**src/hw/rtl/lbmc_pkg.sv**
```systemverilog
`timescale 1ns / 1ps

package lbmc_pkg;

  // Fixed point layout and constants of the collision kernel.
  localparam int MAXW = 64;
  localparam int FRAC = 28;
  localparam int NDIR = 9;
  localparam int POP_W = 32;
  localparam int SPLIT_DIR = 5;
  localparam int OMEGA_W = 30;
  localparam int FLAGS_W = 2;
  localparam int IN_DATA_W = (NDIR + 1) * POP_W;
  localparam int OUT_DATA_W = (NDIR + 3) * POP_W;

  // Bit positions in the input tuser.
  localparam int TUSER_OBST = 0;
  localparam int TUSER_INLET = 1;

  // Divider lanes.
  localparam int NLANES = 3;
  localparam int LANE_UX = 0;
  localparam int LANE_UY = 1;
  localparam int LANE_RHO = 2;

  localparam longint Q_ONE = 268435456;
  localparam longint Q_HALF = 134217728;
  localparam longint Q_THREE_HALF = 402653184;
  localparam longint Q_THREE = 805306368;
  localparam logic [OMEGA_W-1:0] OMEGA_RESET = 30'd536285723;

  // Lattice directions and equilibrium weights (rest, edge, corner).
  localparam int DIR_X [NDIR] = '{1, 1, 1, 0, 0, 0, -1, -1, -1};
  localparam int DIR_Y [NDIR] = '{1, 0, -1, 1, 0, -1, 1, 0, -1};
  localparam int WCLASS [NDIR] = '{2, 1, 2, 1, 0, 1, 2, 1, 2};
  localparam longint WEIGHT_Q [3] = '{119304647, 29826162, 7456540};

  typedef logic signed [MAXW:0] wide_t;
  typedef logic signed [MAXW+1:0] sum_t;

  typedef struct packed {
    logic obstacle;
    logic inlet;
  } node_flags_t;

  // Clip a value to the signed range of w bits.
  function automatic wide_t sat_w(input sum_t v, input int unsigned w);
    sum_t vmax;
    sum_t vmin;
    vmax = sum_t'((sum_t'(1) <<< (w - 1)) - sum_t'(1));
    vmin = -vmax - sum_t'(1);
    if (v > vmax) return wide_t'(vmax);
    if (v < vmin) return wide_t'(vmin);
    return wide_t'(v);
  endfunction

  function automatic wide_t sat_add(input wide_t a, input wide_t b, input int unsigned w);
    return sat_w(sum_t'(a) + sum_t'(b), w);
  endfunction

  function automatic wide_t sat_sub(input wide_t a, input wide_t b, input int unsigned w);
    return sat_w(sum_t'(a) - sum_t'(b), w);
  endfunction

endpackage

```
**src/hw/rtl/lbmc_moments.sv**
```systemverilog
`timescale 1ns / 1ps

module lbmc_moments #(
  parameter int W = 32,
  parameter int IW = 32
) (
  input  logic                                       clk_i,
  input  logic                                       rst_ni,
  input  logic                                       in_valid_i,
  output logic                                       in_ready_o,
  input  logic [lbmc_pkg::NDIR-1:0][lbmc_pkg::POP_W-1:0] pop_i,
  input  lbmc_pkg::node_flags_t                      flags_i,
  input  logic [lbmc_pkg::POP_W-1:0]                 uin_i,
  output logic                                       out_valid_o,
  input  logic                                       out_ready_i,
  output logic [lbmc_pkg::NDIR-1:0][IW-1:0]          f_o,
  output lbmc_pkg::node_flags_t                      flags_o,
  output logic [IW-1:0]                              uin_o,
  output logic [IW-1:0]                              rho_o,
  output logic [IW-1:0]                              mx_o,
  output logic [IW-1:0]                              my_o,
  output logic [IW-1:0]                              rnum_o,
  output logic [IW-1:0]                              rden_o
);
  import lbmc_pkg::*;

  typedef logic signed [IW-1:0] val_t;

  function automatic val_t add(input val_t a, input val_t b);
    return val_t'(sat_add(wide_t'(a), wide_t'(b), W));
  endfunction

  function automatic val_t sub(input val_t a, input val_t b);
    return val_t'(sat_sub(wide_t'(a), wide_t'(b), W));
  endfunction

  logic v_q [1:3];
  logic ld [1:4];

  val_t        f1_q [NDIR];
  val_t        uin1_q;
  node_flags_t fl1_q;

  val_t        f2_q [NDIR];
  val_t        uin2_q, ra2_q, mxa2_q, mya2_q, s2_q, s3_q;
  node_flags_t fl2_q;

  val_t        f3_q [NDIR];
  val_t        uin3_q, rho3_q, mx3_q, my3_q, rnum3_q, rden3_q;
  node_flags_t fl3_q;

  val_t ra_d, mxa_d, mya_d, rho_d, mx_d, my_d;

  // A stage loads when it is empty or the next one moves on.
  assign ld[4] = out_ready_i;
  for (genvar n = 1; n <= 3; n++) begin : g_ld
    assign ld[n] = !v_q[n] || ld[n+1];
  end
  assign in_ready_o = ld[1];
  assign out_valid_o = v_q[3];

  always_ff @(posedge clk_i or negedge rst_ni) begin
    if (!rst_ni) begin
      v_q[1] <= 1'b0;
      v_q[2] <= 1'b0;
      v_q[3] <= 1'b0;
    end else begin
      if (ld[1]) v_q[1] <= in_valid_i;
      if (ld[2]) v_q[2] <= v_q[1];
      if (ld[3]) v_q[3] <= v_q[2];
    end
  end

  // Stage 1: clip the incoming words to the working range.
  always_ff @(posedge clk_i) begin
    if (ld[1]) begin
      for (int k = 0; k < NDIR; k++) begin
        f1_q[k] <= val_t'(sat_w(sum_t'($signed(pop_i[k])), W));
      end
      uin1_q <= val_t'(sat_w(sum_t'($signed(uin_i)), W));
      fl1_q <= flags_i;
    end
  end

  // Stage 2: first half of the ordered sums, plus the inlet partial sums.
  always_comb begin
    ra_d = '0;
    mxa_d = '0;
    mya_d = '0;
    for (int k = 0; k < SPLIT_DIR; k++) begin
      ra_d = add(ra_d, f1_q[k]);
      if (DIR_X[k] > 0) mxa_d = add(mxa_d, f1_q[k]);
      else if (DIR_X[k] < 0) mxa_d = sub(mxa_d, f1_q[k]);
      if (DIR_Y[k] > 0) mya_d = add(mya_d, f1_q[k]);
      else if (DIR_Y[k] < 0) mya_d = sub(mya_d, f1_q[k]);
    end
  end

  always_ff @(posedge clk_i) begin
    if (ld[2]) begin
      f2_q <= f1_q;
      uin2_q <= uin1_q;
      fl2_q <= fl1_q;
      ra2_q <= ra_d;
      mxa2_q <= mxa_d;
      mya2_q <= mya_d;
      s2_q <= add(add(f1_q[3], f1_q[4]), f1_q[5]);
      s3_q <= add(add(f1_q[6], f1_q[7]), f1_q[8]);
    end
  end

  // Stage 3: finish the sums and build the inlet density quotient operands.
  always_comb begin
    rho_d = ra2_q;
    mx_d = mxa2_q;
    my_d = mya2_q;
    for (int k = SPLIT_DIR; k < NDIR; k++) begin
      rho_d = add(rho_d, f2_q[k]);
      if (DIR_X[k] > 0) mx_d = add(mx_d, f2_q[k]);
      else if (DIR_X[k] < 0) mx_d = sub(mx_d, f2_q[k]);
      if (DIR_Y[k] > 0) my_d = add(my_d, f2_q[k]);
      else if (DIR_Y[k] < 0) my_d = sub(my_d, f2_q[k]);
    end
  end

  always_ff @(posedge clk_i) begin
    if (ld[3]) begin
      f3_q <= f2_q;
      uin3_q <= uin2_q;
      fl3_q <= fl2_q;
      rho3_q <= rho_d;
      mx3_q <= mx_d;
      my3_q <= my_d;
      rnum3_q <= add(s2_q, add(s3_q, s3_q));
      rden3_q <= sub(val_t'(Q_ONE), uin2_q);
    end
  end

  for (genvar k = 0; k < NDIR; k++) begin : g_fo
    assign f_o[k] = f3_q[k];
  end
  assign flags_o = fl3_q;
  assign uin_o = uin3_q;
  assign rho_o = rho3_q;
  assign mx_o = mx3_q;
  assign my_o = my3_q;
  assign rnum_o = rnum3_q;
  assign rden_o = rden3_q;

endmodule

```
**config.mk**
```make
export PLATFORM = sky130hd
export DESIGN_NAME = lbmc_moments
export DESIGN_NICKNAME = d
export VERILOG_FILES = /design/src/hw/rtl/lbmc_pkg.sv /design/src/hw/rtl/lbmc_moments.sv
export SDC_FILE = /design/constraint.sdc
export NUM_CORES = 2
export LEC_CHECK = 0
export ABC_AREA = 1
export BUFFER_PORTS_ARGS = -buffer_cell sky130_fd_sc_hd__buf_2
export CAP_MARGIN = 20
export CORE_MARGIN = 8
export CORE_UTILIZATION = 25
export CTS_CLUSTER_DIAMETER = 200
export DETAILED_ROUTE_END_ITERATION = 7
export SLEW_MARGIN = 5
export SYNTH_ARGS = -nofsm -noshare
export SYNTH_HDL_FRONTEND = slang
export SYNTH_SLANG_ARGS = --single-unit
```
**constraint.sdc**
```tcl
create_clock -name clk_i -period 22.3 [get_ports clk_i]
set_clock_uncertainty 0.05 [all_clocks]
set_input_delay 1.115 -clock clk_i [delete_from_list [all_inputs] [get_ports clk_i]]
set_output_delay 1.115 -clock clk_i [all_outputs]
set_load 0.02 [all_outputs]
```
Word level (Yosys, flattened, before mapping)
Cells that the tools add are included.
- multiplexer cells: 275
- add/sub/neg operators: 23
- reductions and logical operators: 6
- $lt $le $gt $ge: 68
- operator list (operator ; number):
    $mux W32 ; 139
    $gt A33 B32 Y1 const B ; 23
    $lt A33 B32 Y1 const B ; 23
    $add A32 B32 Y33 ; 16
    $gt A32 B32 Y1 const B ; 11
    $lt A32 B32 Y1 const B ; 11
    $sub A32 B32 Y33 ; 6
    $mux W1 ; 136
    $sub A30 B32 Y33 const A ; 1
    $logic_not A1 Y1 ; 3
    $logic_or A1 B1 Y1 ; 3
- output and inout bits: 484
- register bits after elaboration: 1289
- bits of input ports: 326

Depth between registers and ports, before layout
- depth in word-level cells: 29
- depth in mapped cells: 78

Worst setup path after synthesis
No wires, ideal clock.
- kind: input port to flip-flop
- start point: input port out_ready_i
- end point: register f2_q[0] (netlist name), enable pin
- stages: 4
- slack: -0.397 ns
- path buffers: 0
- data required time: 21.503 ns
- data arrival time: 21.900 ns
- library setup time: 0.747 ns
- cells stage by stage: inv_1 nand2_1 nor2_1 inv_1
- RTL lines (item ; line ; RTL):
    start, declared ; lbmc_moments.sv:15 ; input logic out_ready_i,
    end signal, assigned ; lbmc_moments.sv:101 ; f2_q <= f1_q;
    end, declared ; lbmc_moments.sv:44 ; val_t f2_q [NDIR];

Worst setup path in the final report
- start point: register ra2_q[0]
- end point: register rho3_q[12], in the netlist rho_o[12] (data pin)
- cells in the longest elaborated chain, start to end: 24
- elaborated cells on any way between the ends: 36
- classes of those cells: add/sub (4); order compare (8); mux (24)
- RTL lines (item ; line ; RTL):
    start, declared ; lbmc_moments.sv:45 ; val_t uin2_q, ra2_q, mxa2_q, mya2_q, s2_q, s3_q;
    start signal, assigned ; lbmc_moments.sv:104 ; ra2_q <= ra_d;
    $add A32 B32 Y33 (*) ; lbmc_pkg.sv:58 ; return sat_w(sum_t'(a) + sum_t'(b), w);
    $lt A33 B32 Y1 ; lbmc_pkg.sv:53 ; if (v < vmin) return wide_t'(vmin);
    $mux W1 (2 in series) ; lbmc_pkg.sv:53 ;
    $mux W32 ; lbmc_pkg.sv:54 ; return wide_t'(v);
    $mux W32 (*) ; lbmc_pkg.sv:53 ;
    $add A32 B32 Y33 (*) ; lbmc_pkg.sv:58 ;
    $lt A33 B32 Y1 ; lbmc_pkg.sv:53 ;
    $mux W1 (2 in series) ; lbmc_pkg.sv:53 ;
    [... 4 more ...] ; n/a ;
    $mux W1 (2 in series) ; lbmc_pkg.sv:53 ;
    $mux W32 ; lbmc_pkg.sv:54 ;
    $mux W32 (*) ; lbmc_pkg.sv:53 ;
    $add A32 B32 Y33 (*) ; lbmc_pkg.sv:58 ;
    $lt A33 B32 Y1 ; lbmc_pkg.sv:53 ;
    $mux W1 (2 in series) ; lbmc_pkg.sv:53 ;
    $mux W32 ; lbmc_pkg.sv:54 ;
    $mux W32 (*) ; lbmc_pkg.sv:53 ;
    end signal, assigned ; lbmc_moments.sv:131 ; rho3_q <= rho_d;
    end, declared ; lbmc_moments.sv:49 ; val_t uin3_q, rho3_q, mx3_q, my3_q, rnum3_q, rden3_q;
Mark *: on every way between the ends. The rest lies on a longest branch, timed or not. The select of a mux whose other input is x is not followed.
A chain may end at the register's enable or synchronous reset.

==> flow_summary.toml <==
[synth]
synthCells = 10500
synthArstFlopShare = 0.00233
synth_fp_nets = 11500
synth_top_area_cell = "edfxtp_1"
syn_area_sq_mm = 0.0870
synth_edf_count = 1286
synth_flop_cell = "edfxtp_1"
seq_area_frac_synth = 0.445
synth_top_area_share = 0.444
syn-mean-instance-area_sq_um = 8.29
ys_types = 59
ys_seq_elements = 1289
ys_warn_count = 0
synthTopCellsByArea = "edfxtp_1 (44%), nand2_1 (13%), ha_1 (9.7%)"

[final_layout]
multi_input_comb_area_sq_mm = 0.0419
seq_area_sq_mm = 0.0387
final_nets = 12100
final_cell_mix = "nand2_1 (3,072), edfxtp_1 (1,286), inv_1 (1,126)"
area_growth_pct = 15.5
drive_above_1_share = 0.116
final_common_cell = "nand2_1"
fillers = 37100

[clock_network]
cts_resized = 0
cts_buffer_depth = 4
clk_latency_ns = 0.91
postCtsSetupBuffers = 0
postCtsHoldBufs = 1
cts_tree = "yes"
clk_pin_slew_worst_paths_ns = 0.06
cts_made_buffers = 154
clkSinkCount = 1289
htreeDepth = 4
clockRootBuffer = "clkbuf_16"

[sta]
period_needed_ns = 11.14
finalCritPeriodShare = 0.500
fin_setup_tns_ns = 0
slew-limit-headroom = 0.154
rsz0062_at_grt = "false"
drv_slew = 0
fmax_mhz = 89.7
tightest_slew_ns = 1.26
final-hold-violation-count = 0
setup_viol = 0

[detailed_routing]
wire_per_inst_um = 23.1
route.met3.wl_mm = 19.4
drt-initial-drc-count = 6626
wl_mm = 366
drt_pass1_iterations = 7
drtAntennaViolNets = 0
vias = 74200
wl_met1_mm = 150
wl_met2_mm = 172
highest_layer = "met5"
vias_per_cell = 4.70
drc = 0

[critical_path]
critical_path_class = "reg -> reg"
worst_setup_path_start_kind = "flop"
reg2reg_from = "ra2_q[0]$_SDFFCE_PN1P_"
crit_path_frequent_cell = "nand2_1"
critPathMaxFanout = 32
reg2reg_depth = 72
slowest_stage = "nand2_1"
max_stage_delay_ns = 0.52
worst-r2r-setup-slack_ns = 11.16
required_ns = 22.87
setup.worst_path.end_class = "flop"
reg2reg_to = "rho_o[12]$_SDFFCE_PN1P_"
critPathArrivalTime_ns = 11.72

[placed_design]
gp_congestion = 0.996
io_buffers = 809
hpwl_mm = 312

[die]
core_sq_mm = 0.346
dieArea_sq_mm = 0.367
die_h_um = 606
rows = 216
pin_count = 810
start_util = 0.251
fp.dieW_um = 606

[grt]
grt_max_degree = 123
grt_pass1_wl_mm = 513
overflow = 0
grt_pass1_vias = 72600
antenna_found_initial = 67
track_usage = 0.191

[status]
status = "complete, no violations"

[hold_path]
min_path_cells = 1
hold_end = "f1_q[256]$_SDFFCE_PN1P_"
hold_class = "in -> reg"
hp-start = "pop_i[0]"

[job]
drv_cap = 0
==> per-layer routing <==
layer,GRT usage,up-vias
met3,0.0246,642
met1,0.233,34800
met2,0.327,2422
met5,0,-
met4,0.105,16
li1,-,36300
==> worst max path at each step <==
| stage | start | end | slack (ns) | cells past startpoint |
|---|---|---|---|---|
| finish | ra2_q[0]$_SDFFCE_PN1P_ | rho_o[12]$_SDFFCE_PN1P_ | 11.16 | 72 |
| global route | ra2_q[0]$_SDFFCE_PN1P_ | rho_o[12]$_SDFFCE_PN1P_ | 9.95 | 74 |
| CTS | ra2_q[0]$_SDFFCE_PN1P_ | rho_o[12]$_SDFFCE_PN1P_ | 11.16 | 74 |
| detailed placement | ra2_q[0]$_SDFFCE_PN1P_ | rho_o[12]$_SDFFCE_PN1P_ | 11.25 | 74 |
| global placement | ra2_q[0]$_SDFFCE_PN1P_ | rho_o[1]$_SDFFCE_PN1P_ | 11.37 | 74 |
| floorplan | out_ready_i | f1_q[0]$_SDFFCE_PN1P_ | 0.90 | 4 |
==> per-stage QoR <==
stage	cells	hold slack [ns]	cell area (sq um)	util	setup slack, ns
floorplan	10500	0.350	87000	-	0.900
global placement	15500	0.351	95200	0.275	11.37
detailed placement	15500	0.355	95200	0.275	11.25
CTS	15800	0.240	100000	0.290	11.16
global route	15800	0.283	100000	0.290	9.95
finish	15800	0.338	100000	0.290	11.16
==> logic make-up (layout without fill, tap and decap cells) <==
family / Yosys count / in the layout / share of synthesized area
AND/OR/NAND/NOR: 4808 / 4808 / 0.228
AO/OA/AOI/OAI: 1618 / 1618 / 0.103
buffers and inverters: 1592 / 2296 / 0.0733
flip-flops: 1289 / 1289 / 0.445
adder cells (fa/ha/maj): 695 / 695 / 0.102
XOR/XNOR: 488 / 488 / 0.0492
other: 0 / 20 / 0
==> Yosys cell counts, drive strengths merged (124+ instances only) <==
library cell  number
edfxtp          1286
nor3             124
nand2           3126
nor2             853
o21ai            478
xor2             313
a21oi            879
clkbuf           329
xnor2            175
nand4            124
ha               674
nand3            446
inv             1140
==> worst max-delay path, delay by kind of cell (launching register included) <==
family,cells,cell delay [ns]
AO/OA/AOI/OAI,8,1.39
adder cells (fa/ha/maj),8,2.35
buffers and inverters,6,0.53
flip-flops,1,0.38
AND/OR/NAND/NOR,50,6.11
==> final cells by class <==
cell class                      count  area share
Clock inverter                    101      0.0121
Timing Repair Buffer              878      0.0458
Multi-Input combinational cell   7609       0.417
Inverter                         1140      0.0427
Antenna cell                       20    0.000498
Sequential cell                  1289       0.385
Tap cell                         4578      0.0570
Clock buffer                      177      0.0392
Power is left out: the tool's default activity adds up to more than one toggle a clock period on the data nets, which glitch-free logic cannot reach.
